File: src/rtl/core/gmd_fifo.sv
// Small register queue used between the front end, the back end and the result port.
module gmd_fifo #(
   parameter int DEPTH = 4,
   parameter type T = logic
) (
   input  logic                         clock,
   input  logic                         reset,
   input  logic                         push,
   input  T                             push_data,
   output logic                         full,
   input  logic                         pop,
   output T                             pop_data,
   output logic                         empty,
   output logic [$clog2(DEPTH+1)-1:0]   count
);
   localparam int PTR_W = $clog2(DEPTH);
   localparam int CNT_W = $clog2(DEPTH+1);

   T                 store_ff [DEPTH];
   logic [PTR_W-1:0] wr_ptr_ff;
   logic [PTR_W-1:0] rd_ptr_ff;
   logic [CNT_W-1:0] count_ff;
   logic             wr;
   logic             rd;

   // Handshake qualification.
   assign full     = (count_ff == CNT_W'(DEPTH));
   assign empty    = (count_ff == '0);
   assign count    = count_ff;
   assign wr       = push && !full;
   assign rd       = pop && !empty;
   assign pop_data = store_ff[rd_ptr_ff];

   // Entry storage needs no reset.
   always_ff @(posedge clock) begin
      if (wr) begin
         store_ff[wr_ptr_ff] <= push_data;
      end
   end

   // Pointers and fill level.
   always_ff @(posedge clock) begin
      if (reset) begin
         wr_ptr_ff <= '0;
         rd_ptr_ff <= '0;
         count_ff  <= '0;
      end else begin
         if (wr) begin
            wr_ptr_ff <= (wr_ptr_ff == PTR_W'(DEPTH-1)) ? '0 : wr_ptr_ff + 1'b1;
         end
         if (rd) begin
            rd_ptr_ff <= (rd_ptr_ff == PTR_W'(DEPTH-1)) ? '0 : rd_ptr_ff + 1'b1;
         end
         if (wr && !rd) begin
            count_ff <= count_ff + 1'b1;
         end else if (rd && !wr) begin
            count_ff <= count_ff - 1'b1;
         end
      end
   end

endmodule

File: config.mk
export PLATFORM = sky130hd
export DESIGN_NAME = gmd_fifo
export DESIGN_NICKNAME = d
export VERILOG_FILES = /design/src/rtl/core/gmd_fifo.sv
export SDC_FILE = /design/constraint.sdc
export NUM_CORES = 1
export LEC_CHECK = 0
export ABC_AREA = 1
export BUFFER_PORTS_ARGS = -buffer_cell sky130_fd_sc_hd__clkbuf_2
export CORE_AREA = 2 2 39 41
export DETAILED_ROUTE_END_ITERATION = 16
export DIE_AREA = 0 0 41 43
export HOLD_SLACK_MARGIN = 0.1
export PLACE_DENSITY = 0.72
export RECOVER_POWER = 25
export SLEW_MARGIN = 20
export SYNTH_ARGS = -nofsm -noshare
export SYNTH_HDL_FRONTEND = slang
export SYNTH_SLANG_ARGS = --single-unit
File: constraint.sdc
create_clock -name clock -period 4.6 [get_ports clock]
set_input_delay 0.92 -clock clock [delete_from_list [all_inputs] [get_ports clock]]
set_output_delay 0.92 -clock clock [all_outputs]
set_load 0.01 [all_outputs]
Word level (Yosys, flattened, before mapping)
Memories as Yosys holds them, arrays and structs flattened. A register that Yosys moved wholly into a read port is not among the register bits.
Index checks and enable logic that the tools add are counted.
W data, S select, Z words.

cells by class
  mux-type cells = 8
  reductions and logical operators = 10
  eq/ne operators = 3
  $add $sub $neg = 4

operator list
  operator               number
  $mux W2                4
  $mux W3                2
  $add A2 B1 Y2 const B  2
  $eq A2 B2 Y1 const B   2
  $logic_and A1 B1 Y1    4
  $logic_not A1 Y1       4
  $add A3 B1 Y3 const B  1
  $eq A3 B3 Y1 const B   1
  $logic_not A3 Y1       1
  $sub A3 B1 Y3 const B  1
  $mux W1                2
  $reduce_bool A2 Y1     1

word-level totals
  bits of input ports = 5
  memory bits (writable) = 4
  output and inout bits = 6
  register bits = 7
  logic and storage cells = 29
  memories kept = 1

memories
  memory    depth  width  read ports  clocked after memory_dff  write ports  RTL line  RTL
  store_ff  4      1      1           1                         1            19        T store_ff [DEPTH];

Depth between registers and ports, before layout
Gate-level depths: netlist of the first run.

  depth after elaboration = 7
  gate-level depth with buffers = 13
  depth with buffers taken out = 13

Worst setup path before layout of the first run
No wires, ideal clock.

  kind = input port to flip-flop
  from = input port push
  to = register count_ff[1], in the netlist count[1]
  setup time = 116 ps
  buffers on the path = 0
  data required time = 4484 ps
  slack = 2557 ps
  stages = 7
  arrival = 1927 ps
  cell sequence = nand2_1 -> inv_1 -> ha_1 -> inv_1 -> fa_1 -> o21ai_0 -> nor2_1

between the ends
  longest elaborated chain between the ends = 4
  elaborated cells between the ends (all ways) = 6
  those cells by class = 1 x mux; 5 x reduce/logical

RTL lines
  element                              RTL line  RTL
  start, declared                      8         input logic push,
  $logic_and A1 B1 Y1 (*)              30        assign wr = push && !full;
  net wr                               23        logic wr;
  $logic_not A1 Y1                     56        end else if (rd && !wr) begin
  $logic_and A1 B1 Y1                  56
  $reduce_bool A2 Y1 (no source line)  -
  end signal, assigned                 55        count_ff <= count_ff + 1'b1;
  end signal, assigned                 57        count_ff <= count_ff - 1'b1;
  end, declared                        22        logic [CNT_W-1:0] count_ff;

Mark *: on every way through the listed nets, which the timed path passes. The rest lies on a longest branch.
A chain may end at the register's enable or synchronous reset.

Worst setup path in the final report of the first run
Ends and elaborated chain as after synthesis.

==> metrics.yaml, run 1 <==
layout:
  fin_util: 0.552
  drive_above_1_share: 0.167
  nNetsFinal: 109
  final_cell_mix: "inv_1 (17), nor2_1 (17), nand2_1 (11)"
  nFillCells: 141
  antenna_cells: 0
  syn_to_final_growth_pct: 14.2
synthesis:
  synth.avg_cell_area_sq_um: 8.16
  syn_area_sq_um: 669
  synth-seq-cells: 13
  yosysUniqueCellTypes: 16
  syn-num-nets: 94
  yosysWarningCount: 0
  synthCells: 82
  ys_seq_area_frac: 0.449
place:
  place_congestion: 0.764
  dp_hpwl_um: 907
  portBuffers: 10
outcome:
  outcome: "finished clean"
global_route:
  antenna_found_initial: 0
  grt_max_degree: 8
  grt_overflow: 0
  grt_pass1_wl_um: 1860
  first_global_vias: 469
  gr-usage-all-layers: 0.164
clock_network:
  cts_max_path_buffers: 2
  clockRootBuffer: "clkbuf_4"
  clock_sinks: 13
  cts_made_buffers: 3
  tritoncts: "done"
  clkSlewWorstSetupHoldPaths_ns: 0.08
  cts-resized-gates: 0
  clkLatencyLatePin_ns: 0.27
  htree_levels: 1
  postCtsSetupBuffers: 0
  hold_buffers: 0
routing:
  ant_nets: 0
  vias: 519
  firstDrtPassIters: 4
  route.final.wire_length_um: 1130
  wire_per_inst_um: 10.1
  drtIter0Drc: 6
  vias_per_cell: 4.63
  drc: 0
worst_setup_path:
  crit_type: "primary input to flop"
  reg2reg_slack_ns: 2.69
  regToRegEndpoint: "count[1]"
  cp-end-kind: "flop"
  cp-start-kind: "primary input"
  endpoint: "count[1]"
  reg2reg_depth: 9
  rr_startpoint: "count[1]"
  worstSetupStartpoint: "push"
  arrival_ns: 2.21
  crit_required_ns: 4.76
  crit_fanout: 5
power:
  ir_drop_uv: 303
  p_leak_uw: 0.000392
  p_per_area_mw_per_mm2: 567
sta:
  hold_viol: 0
  period_share: 0.445
  rsz0062_at_grt: "false"
  fin_skew_ns: 0.00577
  drv_slew: 0
  setup-violations-final: 0
  fmax_mhz: 488
  slew_headroom: 0.830
  max_slew.worst_pin.slew_ns: 0.254
  tns_ns: 0
  finalCriticalPeriod_ns: 2.05
floorplanning:
  die_h_um: 43
  fp-row-count: 14
  die_w_um: 41
  start_util: 0.484
  die_area_sq_mm: 0.00176
  core_sq_mm: 0.00138
  ios: 11
worst_hold_path:
  hp-class: "flop to flop"
job:
  max_cap_viol_count: 0
## metrics by stage
step | area [sq um] | total power, uW | instances | worst slack, ns | hold slack, ns
after detailed placement | 739 | 368 | 108 | 2.29 | 0.528
after global placement | 739 | 358 | 108 | 2.34 | 0.514
after CTS | 766 | 437 | 112 | 2.59 | 0.541
final | 764 | 434 | 112 | 2.55 | 0.542
after floorplan | 669 | 313 | 82 | 2.56 | 0.483
after global routing | 764 | 475 | 112 | 2.47 | 0.593
## area by class of cell
cell class / count / area [sq um] / area share
timing repair buffer: 10 / 48.8 / 0.0638
multi-input combinational: 52 / 305 / 0.399
inverter: 17 / 63.8 / 0.0835
clock buffer: 4 / 26.3 / 0.0344
sequential: 13 / 300 / 0.393
tap: 16 / 20.0 / 0.0262
## per-layer routing
layer | track usage | vias up | part of all wire
met5 | 0 | - | 0
met4 | 0.100 | 0 | 0.024
met3 | 0.0471 | 4 | 0.026
met2 | 0.266 | 8 | 0.53
met1 | 0.175 | 228 | 0.42
li1 | - | 279 | -
## critical path, cell delays in order
cell and delay (ns):
clkbuf_2 0.11, nand2_1 0.15, inv_1 0.08, ha_1 0.22
inv_1 0.09, fa_1 0.40, o21ai_0 0.17, nor2_1 0.06
## cell usage after synthesis
cell,number,share of area
inv_1,17,0.095
nor2_1,17,0.095
nand2_1,11,0.062
dfxtp_1,9,0.27
ha_1,6,0.11
edfxtp_1,4,0.18
a21oi_1,3,0.022
nand2_2,3,0.028
o21ai_0,3,0.022
nand3_1,2,0.015
nand3b_1,2,0.022
fa_1,1,0.030
nand4_1,1,0.0094
nor2_4,1,0.017
o21ai_1,1,0.0075
xor2_1,1,0.013
## power by group
group          leakage [uW]  internal (uW)  switching (uW)  total (uW)
logic              0.000265           76.1             109         185
registers          0.000111            149            29.6         179
clock network     0.0000150           33.6            36.1        69.7
total              0.000392            259             175         434
## how the worst min path moves through the flow
stage	slack [ns]	cells past startpoint	start	to
2_1_floorplan	0.48	2	rd_ptr_ff[1]	flop
3_3_place_gp	0.51	2	rd_ptr_ff[1]	rd_ptr_ff[1]
3_5_place_dp	0.53	2	rd_ptr_ff[1]	flop
4_1_cts	0.54	2	rd_ptr_ff[1]	flop
5_1_grt	0.59	2	wr_ptr_ff[0]	wr_ptr_ff[0]
6_report	0.54	2	rd_ptr_ff[1]	flop
## kinds of logic after synthesis
family,Yosys count,share of synthesized area
adder cells (fa/ha/maj),7,0.142
buffers and inverters,17,0.0953
AO/OA/AOI/OAI,7,0.0523
AND/OR/NAND/NOR,37,0.249
XOR/XNOR,1,0.0131
flip-flops,13,0.449
No activity file was read; power rests on OpenSTA's default activity.
==> run 2, diff against run 1 <==
- CORE_AREA: 2 2 39 41 -> default
- CORE_MARGIN: default -> 2
- CORE_UTILIZATION: default -> 47
- DIE_AREA: 0 0 41 43 -> default
- PLACE_DENSITY: 0.72 -> 0.71
- clock period: 4.6 -> 1.85 ns (I/O delays scaled with it)
==> run 2 against run 1 <==
  * Sequential cell count is the same
  * Clock skew shrank 0.0018 ns
  * Cell count grew 0.89%
  * Sequential share of layout area shrank 0.43 points
  * Register-to-register slack lost 2.6 ns
  * Critical path type is now flop to flop
  * Largest cell class unchanged
==> metrics.yaml, run 2 (synthesis gave the netlist of run 1 again) <==
outcome:
  outcome: "finished clean"
power:
  finalPower_uw: 1110
  ir_drop_uv: 792
  p_per_area_mw_per_mm2: 1410
  p_leak_uw: 0.000401
sta:
  hold_viol: 0
  max_slew.worst_pin.slew_ns: 0.172
  finalCriticalPeriod_ns: 1.75
  fin_skew_ns: 0.00397
  slew_headroom: 0.885
  fin_ws_ns: 0.100
  tns_ns: 0
  drv_slew: 0
  period_share: 0.946
  fmax_mhz: 571
  setup-violations-final: 0
  rsz0062_at_grt: "true"
global_route:
  grt_max_degree: 8
  grt_pass1_wl_um: 1900
  grt_overflow: 0
  antenna_found_initial: 0
  first_global_vias: 489
  gr-usage-all-layers: 0.149
place:
  place_congestion: 0.732
  portBuffers: 10
  dp_hpwl_um: 856
  pre_cts_slack_ns: 0.0535
clock_network:
  clock_sinks: 13
  clkSlewWorstSetupHoldPaths_ns: 0.08
  hold_buffers: 0
  clkLatencyLatePin_ns: 0.27
  clockRootBuffer: "clkbuf_4"
  tritoncts: "done"
  cts_made_buffers: 3
  cts_max_path_buffers: 2
  htree_levels: 1
routing:
  wire_per_inst_um: 9.63
  ant_nets: 0
  vias_per_cell: 4.73
  vias: 534
  drtIter0Drc: 12
  route.final.wire_length_um: 1090
  drc: 0
  firstDrtPassIters: 5
worst_setup_path:
  worstSetupStartpoint: "count[0]"
  cp-end-kind: "flop"
  cp_cell_sequence: "nor2_4 > nand2_2 > nand2_1 > inv_1 > ha_1 > inv_1 > fa_2 > o21ai_1 > nor2_1"
  crit_top_cell: "inv_1"
  cp-start-kind: "flop"
  critPathMaxStageDelay_ns: 0.44
  crit_required_ns: 2.02
  crit_type: "flop to flop"
  worst_path_max_delay_cell: "fa_2"
  rr_startpoint: "count[0]"
  arrival_ns: 1.92
  crit_fanout: 6
floorplanning:
  core_sq_mm: 0.00132
  fp-row-count: 13
  die_area_sq_mm: 0.00174
  ios: 11
  die_w_um: 41.7
  die_h_um: 41.7
  start_util: 0.508
layout:
  nFillCells: 131
  drive_above_1_share: 0.214
  nNetsFinal: 111
  final_cell_mix: "inv_1 (17), nor2_1 (17), nand2_1 (11)"
  antenna_cells: 0
  syn_to_final_growth_pct: 17.4
job:
  max_cap_viol_count: 0
worst_hold_path:
  worstHoldStart: "reset"
  hp-class: "primary input to flop"
## run 2: report_power, final
part / switching (uW) / total, uW / internal, uW
clock network: 89.1 / 173 / 83.6
logic: 282 / 494 / 212
registers: 66.3 / 445 / 378
total: 438 / 1110 / 674
## run 2: critical path: cells and delay by family, from the launching register on
kind	cells	cell delay [ns]
buf+inv	2	0.13
fa+ha+maj	2	0.64
compound gates	1	0.16
flops	1	0.37
simple gates	4	0.34
## run 2: worst paths after layout
check / slack [ns] / to / cells past startpoint
setup reg to reg: 0.1 / count[1] / 9
hold reg to reg: 0.53 / rd_ptr_ff[1] / 2
hold / removal: 0.25 / count[0] / 2
setup / recovery: 0.1 / count[1] / 9
## run 2: metal layers
| layer | GRT usage | wire [um] |
|---|---|---|
| met5 | 0 | 0 |
| met1 | 0.144 | 464 |
| met3 | 0.0565 | 39 |
| met2 | 0.250 | 549 |
| met4 | 0.116 | 34 |
## run 2: final cells by class
class	instances	area, sq um	area share
repair buffers	12	63.8	0.0812
flip-flops and latches	13	305	0.389
multi-input cells	52	308	0.392
well taps	15	18.8	0.0239
clock buffers	4	26.3	0.0334
inverters	17	63.8	0.0812
## run 2: metrics by stage
step	cell area [sq um]	util	std cells	hold slack (ns)
6_report	786	0.596	113	0.251
2_1_floorplan	669	-	82	0.442
3_3_place_gp	753	0.572	109	0.517
5_1_grt	786	0.596	113	0.245
4_1_cts	779	0.592	113	0.255
3_5_place_dp	753	0.572	109	0.529
## run 2: repair_timing
action,CTS,global route
buffers inserted,0,0
setup endpoints to repair,0,2
endpoints found under the hold margin,0,0
gates resized for setup,0,5
