`config.mk`:
```
export PLATFORM = sky130hd
export DESIGN_NAME = gmd_front
export DESIGN_NICKNAME = d
export VERILOG_FILES = /design/src/rtl/core/gmd_pkg.sv /design/src/rtl/core/gmd_front.sv
export SDC_FILE = /design/constraint.sdc
export NUM_CORES = 2
export LEC_CHECK = 0
export BUFFER_PORTS_ARGS = -buffer_cell sky130_fd_sc_hd__buf_2
export CAP_MARGIN = 25
export CORE_ASPECT_RATIO = 0.5
export CORE_UTILIZATION = 40
export CTS_CLUSTER_SIZE = 8
export DETAILED_ROUTE_END_ITERATION = 6
export HOLD_SLACK_MARGIN = 0.02
export SLEW_MARGIN = 20
export SYNTH_ARGS = -nofsm -noshare
export SYNTH_HDL_FRONTEND = slang
export SYNTH_SLANG_ARGS = --single-unit
export TNS_END_PERCENT = 1
```
`constraint.sdc`:
```
create_clock -name clock -period 12.01 [get_ports clock]
set_clock_uncertainty 0.1 [all_clocks]
set_input_delay 2.402 -clock clock [delete_from_list [all_inputs] [get_ports clock]]
set_output_delay 2.402 -clock clock [all_outputs]
set_load 0.01 [all_outputs]
```
`src/rtl/core/gmd_pkg.sv`:
```
// Shared types, register indexes and helper functions of the grey-scale dilate/erode block.
package gmd_pkg;

   // Field widths of the transaction payloads and registers.
   localparam int GRAY_W      = 8;
   localparam int WIDTH_W     = 11;
   localparam int HEIGHT_W    = 13;
   localparam int RADIUS_W    = 3;
   localparam int ROW_W       = 13;
   localparam int CSR_INDEX_W = 3;
   localparam int CSR_DATA_W  = 16;

   // Upper bounds that size the internal operation record for any legal parameter set.
   localparam int COL_MAX_W  = 12;
   localparam int BANK_MAX_W = 5;
   localparam int ROWS_MAX   = 31;
   localparam int COLS_MAX   = 31;

   // Register indexes of the configuration port.
   typedef enum logic [CSR_INDEX_W-1:0] {
      CSR_IMAGE_WIDTH  = 3'd0,
      CSR_IMAGE_HEIGHT = 3'd1,
      CSR_RADIUS_X     = 3'd2,
      CSR_RADIUS_Y     = 3'd3,
      CSR_ERODE_MODE   = 3'd4
   } csr_index_type;

   typedef struct packed {
      logic [GRAY_W-1:0] gray_in;
      logic              is_padding;
   } req_type;

   typedef struct packed {
      logic [GRAY_W-1:0] gray_out;
      logic              frame_last;
   } rsp_type;

   typedef struct packed {
      logic [WIDTH_W-1:0]  image_width;
      logic [HEIGHT_W-1:0] image_height;
      logic [RADIUS_W-1:0] radius_x;
      logic [RADIUS_W-1:0] radius_y;
      logic                erode_mode;
   } cfg_type;

   localparam cfg_type CFG_RESET = '{
      image_width:  11'd640,
      image_height: 13'd480,
      radius_x:     3'd1,
      radius_y:     3'd1,
      erode_mode:   1'b0
   };

   // One classified transaction handed from the front end to the back end.
   typedef struct packed {
      logic                  wr_en;
      logic [GRAY_W-1:0]     sample;
      logic [COL_MAX_W-1:0]  col;
      logic [BANK_MAX_W-1:0] bank;
      logic [ROWS_MAX-1:0]   row_mask;
      logic                  emit;
      logic                  last;
      logic [COLS_MAX-1:0]   col_mask;
   } op_type;

   // Keeps the larger or, in erode mode, the smaller of two samples.
   function automatic logic [GRAY_W-1:0] pick(input logic [GRAY_W-1:0] a,
                                              input logic [GRAY_W-1:0] b,
                                              input logic take_min);
      if (take_min) begin
         return (b < a) ? b : a;
      end
      return (b > a) ? b : a;
   endfunction

   // Neutral element of the window reduction.
   function automatic logic [GRAY_W-1:0] neutral(input logic take_min);
      return take_min ? {GRAY_W{1'b1}} : {GRAY_W{1'b0}};
   endfunction

endpackage

```
`src/rtl/core/gmd_front.sv`:
```
// Front end: registers, raster positions and classification of each input transaction.
module gmd_front #(
   parameter int MAX_WIDTH    = 1024,
   parameter int MAX_RADIUS_X = 7,
   parameter int MAX_RADIUS_Y = 7
) (
   input  logic                               clock,
   input  logic                               reset,
   input  logic                               req_push,
   output logic                               req_full,
   input  gmd_pkg::req_type                   req_data,
   input  logic                               csr_valid,
   output logic                               csr_ready,
   input  logic [gmd_pkg::CSR_INDEX_W-1:0]    csr_index,
   input  logic [gmd_pkg::CSR_DATA_W-1:0]     csr_wdata,
   input  logic                               opq_full,
   output logic                               opq_push,
   output gmd_pkg::op_type                    opq_data,
   output logic                               erode_mode
);
   import gmd_pkg::*;

   localparam int COL_W  = $clog2(MAX_WIDTH);
   localparam int RING   = 2*MAX_RADIUS_Y + 2;
   localparam int BANK_W = $clog2(RING);
   localparam int NROWS  = 2*MAX_RADIUS_Y + 1;
   localparam int NCOLS  = 2*MAX_RADIUS_X + 1;
   localparam int XW     = 16;
   localparam int LAG_W  = 27;

   typedef enum logic [1:0] {
      RC_IDLE,
      RC_MULT,
      RC_LOAD
   } recalc_state_type;

   recalc_state_type         state_ff;
   cfg_type                  cfg_ff;
   logic [COL_W-1:0]         in_col_ff, in_col_in;
   logic [ROW_W-1:0]         in_row_ff, in_row_in;
   logic [COL_W-1:0]         out_col_ff, out_col_in;
   logic [ROW_W-1:0]         out_row_ff, out_row_in;
   logic [BANK_W-1:0]        bank_ff, bank_in;
   logic signed [LAG_W-1:0]  lag_ff, lag_in;
   logic signed [LAG_W-1:0]  prod_ff;
   logic [XW-1:0]            d_ff;

   logic [WIDTH_W-1:0]       w_c;
   logic [HEIGHT_W-1:0]      h_c;
   logic [RADIUS_W-1:0]      rx_c, ry_c;
   logic                     clear;
   logic [COL_W-1:0]         ic, oc, oc_cl, oc_raw_cl;
   logic [ROW_W-1:0]         ir, orow;
   logic [BANK_W-1:0]        bank;
   logic signed [LAG_W-1:0]  lag, delta, lag_a;
   logic signed [LAG_W-1:0]  rdiff, wide_w;
   logic                     in_frame, ignore, wrap, emit, last, acc;
   logic [XW-1:0]            t;

   // Effective geometry after range limits.
   always_comb begin
      if (cfg_ff.image_width == '0) begin
         w_c = WIDTH_W'(1);
      end else if (XW'(cfg_ff.image_width) > XW'(MAX_WIDTH)) begin
         w_c = WIDTH_W'(MAX_WIDTH);
      end else begin
         w_c = cfg_ff.image_width;
      end
      h_c  = (cfg_ff.image_height == '0) ? HEIGHT_W'(1) : cfg_ff.image_height;
      rx_c = (XW'(cfg_ff.radius_x) > XW'(MAX_RADIUS_X)) ? RADIUS_W'(MAX_RADIUS_X)
                                                         : cfg_ff.radius_x;
      ry_c = (XW'(cfg_ff.radius_y) > XW'(MAX_RADIUS_Y)) ? RADIUS_W'(MAX_RADIUS_Y)
                                                         : cfg_ff.radius_y;
   end

   assign erode_mode = cfg_ff.erode_mode;
   assign csr_ready  = 1'b1;
   assign req_full   = opq_full || (state_ff != RC_IDLE);
   assign acc        = req_push && !req_full;

   // Positions as seen by the transaction, after an out-of-frame restart.
   always_comb begin
      clear     = (XW'(out_row_ff) >= XW'(h_c));
      ic        = clear ? '0 : in_col_ff;
      ir        = clear ? '0 : in_row_ff;
      oc        = clear ? '0 : out_col_ff;
      orow      = clear ? '0 : out_row_ff;
      bank      = clear ? '0 : bank_ff;
      lag       = clear ? '0 : lag_ff;
      oc_cl     = (XW'(oc) >= XW'(w_c)) ? COL_W'(w_c - 1'b1) : oc;
      oc_raw_cl = (XW'(out_col_ff) >= XW'(w_c)) ? COL_W'(w_c - 1'b1) : out_col_ff;
      rdiff     = LAG_W'(in_row_ff) - LAG_W'(out_row_ff);
      wide_w    = LAG_W'(w_c);
   end

   // Classification and position update of one transaction.
   always_comb begin
      in_frame = (XW'(ir) < XW'(h_c));
      ignore   = in_frame && req_data.is_padding;
      wrap     = (XW'(ic) + XW'(1) >= XW'(w_c));
      delta    = wrap ? (LAG_W'(w_c) - LAG_W'(ic)) : LAG_W'(1);
      lag_a    = lag + delta;
      emit     = (lag_a > $signed(LAG_W'(d_ff)));
      last     = emit && (XW'(orow) == XW'(h_c) - XW'(1))
                      && (XW'(oc_cl) == XW'(w_c) - XW'(1));

      in_col_in = wrap ? '0 : ic + 1'b1;
      in_row_in = wrap ? ir + 1'b1 : ir;
      if (wrap) begin
         bank_in = (bank == BANK_W'(RING-1)) ? '0 : bank + 1'b1;
      end else begin
         bank_in = bank;
      end
      out_col_in = oc;
      out_row_in = orow;
      lag_in     = lag_a;
      if (ignore) begin
         in_col_in = ic;
         in_row_in = ir;
         bank_in   = bank;
         lag_in    = lag;
      end else if (last) begin
         in_col_in  = '0;
         in_row_in  = '0;
         bank_in    = '0;
         out_col_in = '0;
         out_row_in = '0;
         lag_in     = '0;
      end else if (emit) begin
         lag_in = lag_a - LAG_W'(1);
         if (XW'(oc_cl) + XW'(1) >= XW'(w_c)) begin
            out_col_in = '0;
            out_row_in = orow + 1'b1;
         end else begin
            out_col_in = oc_cl + 1'b1;
         end
      end
   end

   // Operation record for the back end.
   always_comb begin
      opq_data        = '0;
      opq_data.wr_en  = in_frame && (XW'(ic) < XW'(w_c));
      opq_data.sample = req_data.gray_in;
      opq_data.col    = COL_MAX_W'(ic);
      opq_data.bank   = BANK_MAX_W'(bank);
      opq_data.emit   = emit;
      opq_data.last   = last;
      for (int i = 0; i < NROWS; i++) begin
         opq_data.row_mask[i] = (i <= 2*int'(ry_c)) && (XW'(i) <= XW'(ir))
                                && (XW'(ir) < XW'(h_c) + XW'(i));
      end
      t = XW'(oc_cl) + XW'(rx_c);
      for (int d = 0; d < NCOLS; d++) begin
         opq_data.col_mask[d] = (d <= 2*int'(rx_c)) && (t >= XW'(d))
                                && (t < XW'(w_c) + XW'(d));
      end
      opq_push = acc && !ignore;
   end

   // Registers, positions and the distance recalculation after a register write.
   always_ff @(posedge clock) begin
      d_ff <= XW'(ry_c) * XW'(w_c) + XW'(rx_c);
      if (reset) begin
         state_ff   <= RC_MULT;
         cfg_ff     <= CFG_RESET;
         in_col_ff  <= '0;
         in_row_ff  <= '0;
         out_col_ff <= '0;
         out_row_ff <= '0;
         bank_ff    <= '0;
         lag_ff     <= '0;
      end else begin
         case (state_ff)
            RC_IDLE: begin
            end
            RC_MULT: begin
               prod_ff  <= rdiff * wide_w;
               state_ff <= RC_LOAD;
            end
            RC_LOAD: begin
               lag_ff   <= prod_ff + LAG_W'(in_col_ff) - LAG_W'(oc_raw_cl);
               state_ff <= RC_IDLE;
            end
            default: begin
               state_ff <= RC_IDLE;
            end
         endcase
         if (csr_valid) begin
            state_ff <= RC_MULT;
            case (csr_index)
               CSR_IMAGE_WIDTH:  cfg_ff.image_width  <= csr_wdata[WIDTH_W-1:0];
               CSR_IMAGE_HEIGHT: cfg_ff.image_height <= csr_wdata[HEIGHT_W-1:0];
               CSR_RADIUS_X:     cfg_ff.radius_x     <= csr_wdata[RADIUS_W-1:0];
               CSR_RADIUS_Y:     cfg_ff.radius_y     <= csr_wdata[RADIUS_W-1:0];
               CSR_ERODE_MODE:   cfg_ff.erode_mode   <= csr_wdata[0];
               default: begin
               end
            endcase
         end
         if (acc) begin
            in_col_ff  <= in_col_in;
            in_row_ff  <= in_row_in;
            out_col_ff <= out_col_in;
            out_row_ff <= out_row_in;
            bank_ff    <= bank_in;
            lag_ff     <= lag_in;
         end
      end
   end

   // A register write holds off input while the distance is recalculated.
   a_csr_blocks_input: assert property (@(posedge clock) disable iff (reset)
      csr_valid |=> req_full)
      else $error("input accepted right after a register write");

endmodule

```
; Yosys cells after proc, flatten, opt, wreduce, memory -nomap -nowiden
; Cells that the tools add are included.
[totals]
register_bits = 152
input_bits = 33
output_inout_bits = 94
[classes]
n_addsub = 46
mul = 2
magnitude_cmp = 97
eq_ne = 9
n_mux = 36
bitwise_logic = 1
reduce_logical = 81
[ops]
columns = op, count
row1 = < comparator 13 x 14 -> 1 bit, 14
row2 = two-way mux 27 bit, 7
row3 = < comparator 11 x 12 -> 1 bit, 14
row4 = two-way mux 13 bit, 10
row5 = two-way mux 10 bit, 11
row6 = "adder 13 x 4 -> 14 bit, second input constant", 7
row7 = "<= comparator 4 x 13 -> 1 bit, first input constant", 7
row8 = "adder 11 x 4 -> 12 bit, second input constant", 7
row9 = ">= comparator 11 x 4 -> 1 bit, second input constant", 7
row10 = logical AND 1 bit, 65
row11 = "adder 13 x 3 -> 14 bit, second input constant", 4
row12 = "<= comparator 4 bit, first input constant", 14
row13 = "<= comparator 3 x 13 -> 1 bit, first input constant", 4
row14 = "adder 11 x 3 -> 12 bit, second input constant", 4
row15 = ">= comparator 11 x 3 -> 1 bit, second input constant", 4
row16 = "<= comparator 3 x 4 -> 1 bit, first input constant", 8
row17 = "adder 13 x 2 -> 14 bit, second input constant", 2
row18 = adder 27 x 10 -> 27 bit, 1
row19 = adder 27 bit, 1
row20 = > comparator 27 x 16 -> 1 bit, 1
row21 = subtractor 27 x 10 -> 27 bit, 1
row22 = "subtractor 27 x 2 -> 27 bit, second input constant", 1
row23 = "adder 13 x 1 -> 13 bit, second input constant", 2
row24 = "<= comparator 2 x 13 -> 1 bit, first input constant", 2
row25 = 48 further kinds, 74

; Logic depth before layout (Yosys ltp)
[depth]
depth_word = 14
ltp_mapped = 51

; Worst setup path after synthesis
; No wires, ideal clock.
[synth_path]
path_type = register to output
start = register cfg_ff[9] in the netlist's numbering
end = output opq_data[32] in the netlist's numbering
arrival_time_ns = 9.534
required_time_ns = 9.508
setup_slack_ns = -0.026
stages_incl_launch_ff = 48
path_buffers = 5
path_cell_list = dfxtp_1 > inv_1 > ha_1 > or3b_2 > nor4_4 > nor2_1 > inv_1 > clkbuf_1 > ha_1 > nor3b_1 > o21ai_0 > a22oi_1 > and2_0 > clkbuf_1 > clkbuf_1 > nand2_1 > inv_1 > ha_1 > [12 not listed] > ha_1 > a211oi_1 > o21bai_1 > a21oi_1 > o21ai_0 > xor2_1 > ha_1 > a21o_1 > a21o_1 > a21oi_1 > a21oi_1 > maj3_1 > nor2_1 > a311o_1 > nand4_1 > nand2_1 > inv_1 > buf_4
[synth_lines]
columns = element, line
row1 = "start, declared", gmd_front.sv:38  ; cfg_type cfg_ff;
row2 = "end, declared", gmd_front.sv:18  ; output gmd_pkg::op_type opq_data,

==> summary.txt <==
Power
  – Areal power density over the cells: between 50 and 60 nW/um^2
  – Net Sw Power: between 600 and 700 uW
  – Combinational share of power: 0.373
  – Total Power: 1.75 mW
  – Internal power: 1.05 mW
  – Clock share of power: 0.310
  – Sw Ratio: 0.400
  – Max VDD drop: between 0.00007 and 0.00008 V
  – Reg power frac: 0.317
  – P_leak: around 16 nW

Placed design
  – Placed cells: 5153
  – Hpwl dp: 87000 um
  – Placed Instance Area: 33500 um^2
  – Routability cong.: 0.969
  – Port Buf Inserts: 71

Final layout
  – Final cell count without fillers: 5193
  – Area of the multi-input gates: between 20000 and 30000 um^2
  – Design area: between 30000 and 40000 um^2
  – Share of layout cells above drive strength 1: 0.0744
  – Register area: 3280 um^2
  – Final net count: 4907
  – Area Overhead vs Synth: 7.80%
  – Fill count: a little under 8000

Worst setup path
  – WP data required: 9.51 ns
  – FF-to-FF End: out_col_ff[9]$_SDFFE_PP0P_
  – Most frequent cell on the critical path: ha_1
  – Flop2flop setup slack: 1.83 ns
  – Class of the most critical setup path: reg -> out
  – Crit-path max FO: 4
  – Reg-to-reg startpoint: cfg_ff[10]$_SDFFE_PP0P_
  – CP max stage cell: or3b_2
  – R2R depth: 46
  – Startpoint Class: register
  – Worst stage delay on the critical path: 0.50 ns
  – CP endpoint kind: primary output
  – Critical path arrival: 9.10 ns

Synthesis
  – Synth async-reset ratio: 0
  – Register area share after synthesis: 0.103
  – Area leader, netlist: ha_1
  – Top_reg_cell synth: dfxtp_1
  – Post-synth EDFFs: 26
  – Ys Warns: 0
  – Cell variety after synth: 95
  – Most frequent cell after synthesis: ha_1
  – Syn Inst Count: 4111
  – Most frequent cells after synthesis: ha_1 (563), nand2_1 (398), inv_1 (362)
  – Top cell type's share of synthesized area: 0.221
  – Synthesized flop and latch total: 151
  – Synth Cell Area: roughly 32000 um^2
  – Avg Inst Size Synth: 7.75 um^2
  – Largest cells by area after synthesis: ha_1 (22%), fa_1 (11%), xnor2_1 (9.1%), dfxtp_1 (7.9%), nand2_1 (4.7%)

STA
  – Fin Hold WS: roughly 0.38 ns
  – Period utilization: 0.966
  – Final Setup Violations: 0
  – Final Hold Viols: 0
  – Worst-Margin Slew: roughly 1.0 ns
  – Post-layout min period: 11.60 ns
  – Highest Clock Rate: 0.0862 GHz
  – Final Max Slew Viols: 0
  – Slew margin rel.: 0.317

Clock tree
  – Clk buf depth: 2
  – Root Driver: clkbuf_16
  – Worst-path clk slew: 0.07 ns
  – TritonCTS Buffers: 17
  – CTS tree: yes
  – CTS H-tree lvls: 4
  – Skew-Pair Late Insertion Delay: 0.50 ns
  – Clk sink count: 151
  – Cts hold-fix bufs: 0

Route
  – Post-DRT Antenna Nets: 0
  – WL final: 114000 um
  – DRC viols: 0
  – TritonRoute pass-1 iters: 5
  – Via-to-Cell Ratio: 5.88
  – Iter 0 DRT Violations: 2789
  – Via count: 30500
  – Post-DR wirelength/cell: 22.0 um

Min path
  – Hold Startpoint: cfg_ff[20]$_SDFFE_PP0P_
  – Tightest Hold Check Type: reg -> reg
  – Hold depth: 2
  – Hold Path End: cfg_ff[20]$_SDFFE_PP0P_

Floorplanning
  – Die width: approximately 400 um
  – Die Footprint: 80800 um^2
  – Num rows: 72
  – Die Y: approximately 200 um
  – Initial Util: 0.408
  – Core box area: between 70000 and 80000 um^2
  – Ports: 127

Global routing
  – Vias in the first global route: 29100
  – Total gr overflow: 0
  – Pin count of the biggest net entering global routing: 46
  – Initial antenna violation count: 1
  – All-Layer GR Usage: 0.277
  – First-pass GRT wire length: 173000 um

Flow run
  – Max-cap viol count: 0

Outcome
  – Status: complete, no violations
[cells by family (layout without fill, tap and decap cells)]
| kind of cell | count (synthesis) | count (layout) | synth area share |
|---|---|---|---|
| adders and majority gates | 732 | 732 | 0.327 |
| AOI/OAI and AO/OA | 934 | 934 | 0.187 |
| xor gates and xnor gates | 384 | 384 | 0.106 |
| muxes | 21 | 21 | 0.00680 |
| other | 2 | 37 | 0.000236 |
| DFF | 151 | 151 | 0.103 |
| and+or+nand+nor | 1304 | 1304 | 0.195 |
| buffers and inverters | 583 | 594 | 0.0748 |
[power groups by stage]
stage          Clock [mW]  Combinational, mW  Sequential [mW]
5_1_grt             0.572              0.712            0.556
3_3_place_gp            0              0.623            0.564
4_1_cts             0.549              0.637            0.553
6_report            0.543              0.651            0.554
2_1_floorplan           0              0.454            0.556
3_5_place_dp            0              0.633            0.565
[registers in the layout, summed over array words and instances (netlist names)]
register    cells
cfg_ff         24
erode_mode      1
lag_ff         27
state_ff        2
ry_c            3
bank_ff         4
out_col_ff     10
prod_ff        26
in_row_ff      13
d_ff           15
in_col_ff      10
rx_c            3
out_row_ff     13
[metrics by stage]
| stage | setup TNS, ns | util | setup WS (ns) |
|---|---|---|---|
| final | 0 | 0.440 | 0.409 |
| after global routing | -0.0398 | 0.440 | -0.0398 |
| after CTS | -0.0585 | 0.437 | -0.0585 |
| after detailed placement | 0 | 0.430 | 0.0663 |
| after global placement | 0 | 0.430 | 0.179 |
| after floorplan | 0 | - | 0.104 |
[layout by cell type, fill, tap and decap left out, types with 13 or more instances in the layout]
master / n
a211oi_1: 34
a21o_1: 117
a21oi_1: 278
a221oi_1: 21
a22oi_1: 13
a31oi_1: 35
and2_1: 53
and3_1: 69
buf_2: 72
buf_4: 109
clkbuf_16: 17
conb_1: 36
dfxtp_1: 124
edfxtp_1: 26
fa_1: 167
ha_1: 559
inv_1: 360
mux2i_1: 16
nand2_1: 396
nand2b_1: 42
nand3_1: 87
nand4_1: 44
nor2_1: 343
nor2b_1: 52
nor3_1: 86
nor4_1: 37
o211ai_1: 21
o21a_1: 34
o21ai_0: 180
o21ai_1: 14
o21bai_1: 26
o22ai_1: 14
o31ai_1: 20
or3_1: 20
xnor2_1: 329
xor2_1: 50
[worst max-delay path by stage]
stage	startpoint	to	slack, ns	cells after the start
after floorplan	cfg_ff[9]$_SDFFE_PP0P_	opq_data[32]	0.10	47
after global placement	cfg_ff[9]$_SDFFE_PP0P_	opq_data[32]	0.18	43
after detailed placement	cfg_ff[9]$_SDFFE_PP0P_	opq_data[32]	0.07	42
after CTS	cfg_ff[9]$_SDFFE_PP0P_	opq_data[32]	-0.06	44
after global routing	cfg_ff[10]$_SDFFE_PP0P_	opq_data[32]	-0.04	44
final	cfg_ff[10]$_SDFFE_PP0P_	opq_data[32]	0.41	43
[layer usage]
layer | vias up | routed length, um | track usage
met5 | - | 0 | 0
met1 | 14700 | 50100 | 0.380
met3 | 265 | 10100 | 0.0502
met4 | 0 | 4650 | 0.110
met2 | 1320 | 49500 | 0.427
li1 | 14300 | - | -
[worst max-delay path: cells and delay by family, from the launching register on]
family / cells / cell delay, ns
compound gates: 12 / 2.52
simple gates: 14 / 2.47
fa+ha+maj: 8 / 2.08
buf+inv: 7 / 0.90
flops: 1 / 0.31
xor+xnor: 2 / 0.31
[timing repair]
item                                    in CTS  in global routing
gates resized for setup                      8                 45
setup buffers                                1                  4
endpoints found under the setup margin      15                 17
pin swaps                                    2                 12
[final cells by class]
type | count | area share
sequential | 151 | 0.0957
antenna | 1 | 0.0000729
inverter | 377 | 0.0412
multi-input combinational | 3411 | 0.773
clock buffer | 19 | 0.0132
clock inverter | 13 | 0.00321
tap | 1036 | 0.0378
timing repair buffer | 185 | 0.0359
Power figures use the tool's default switching activity.
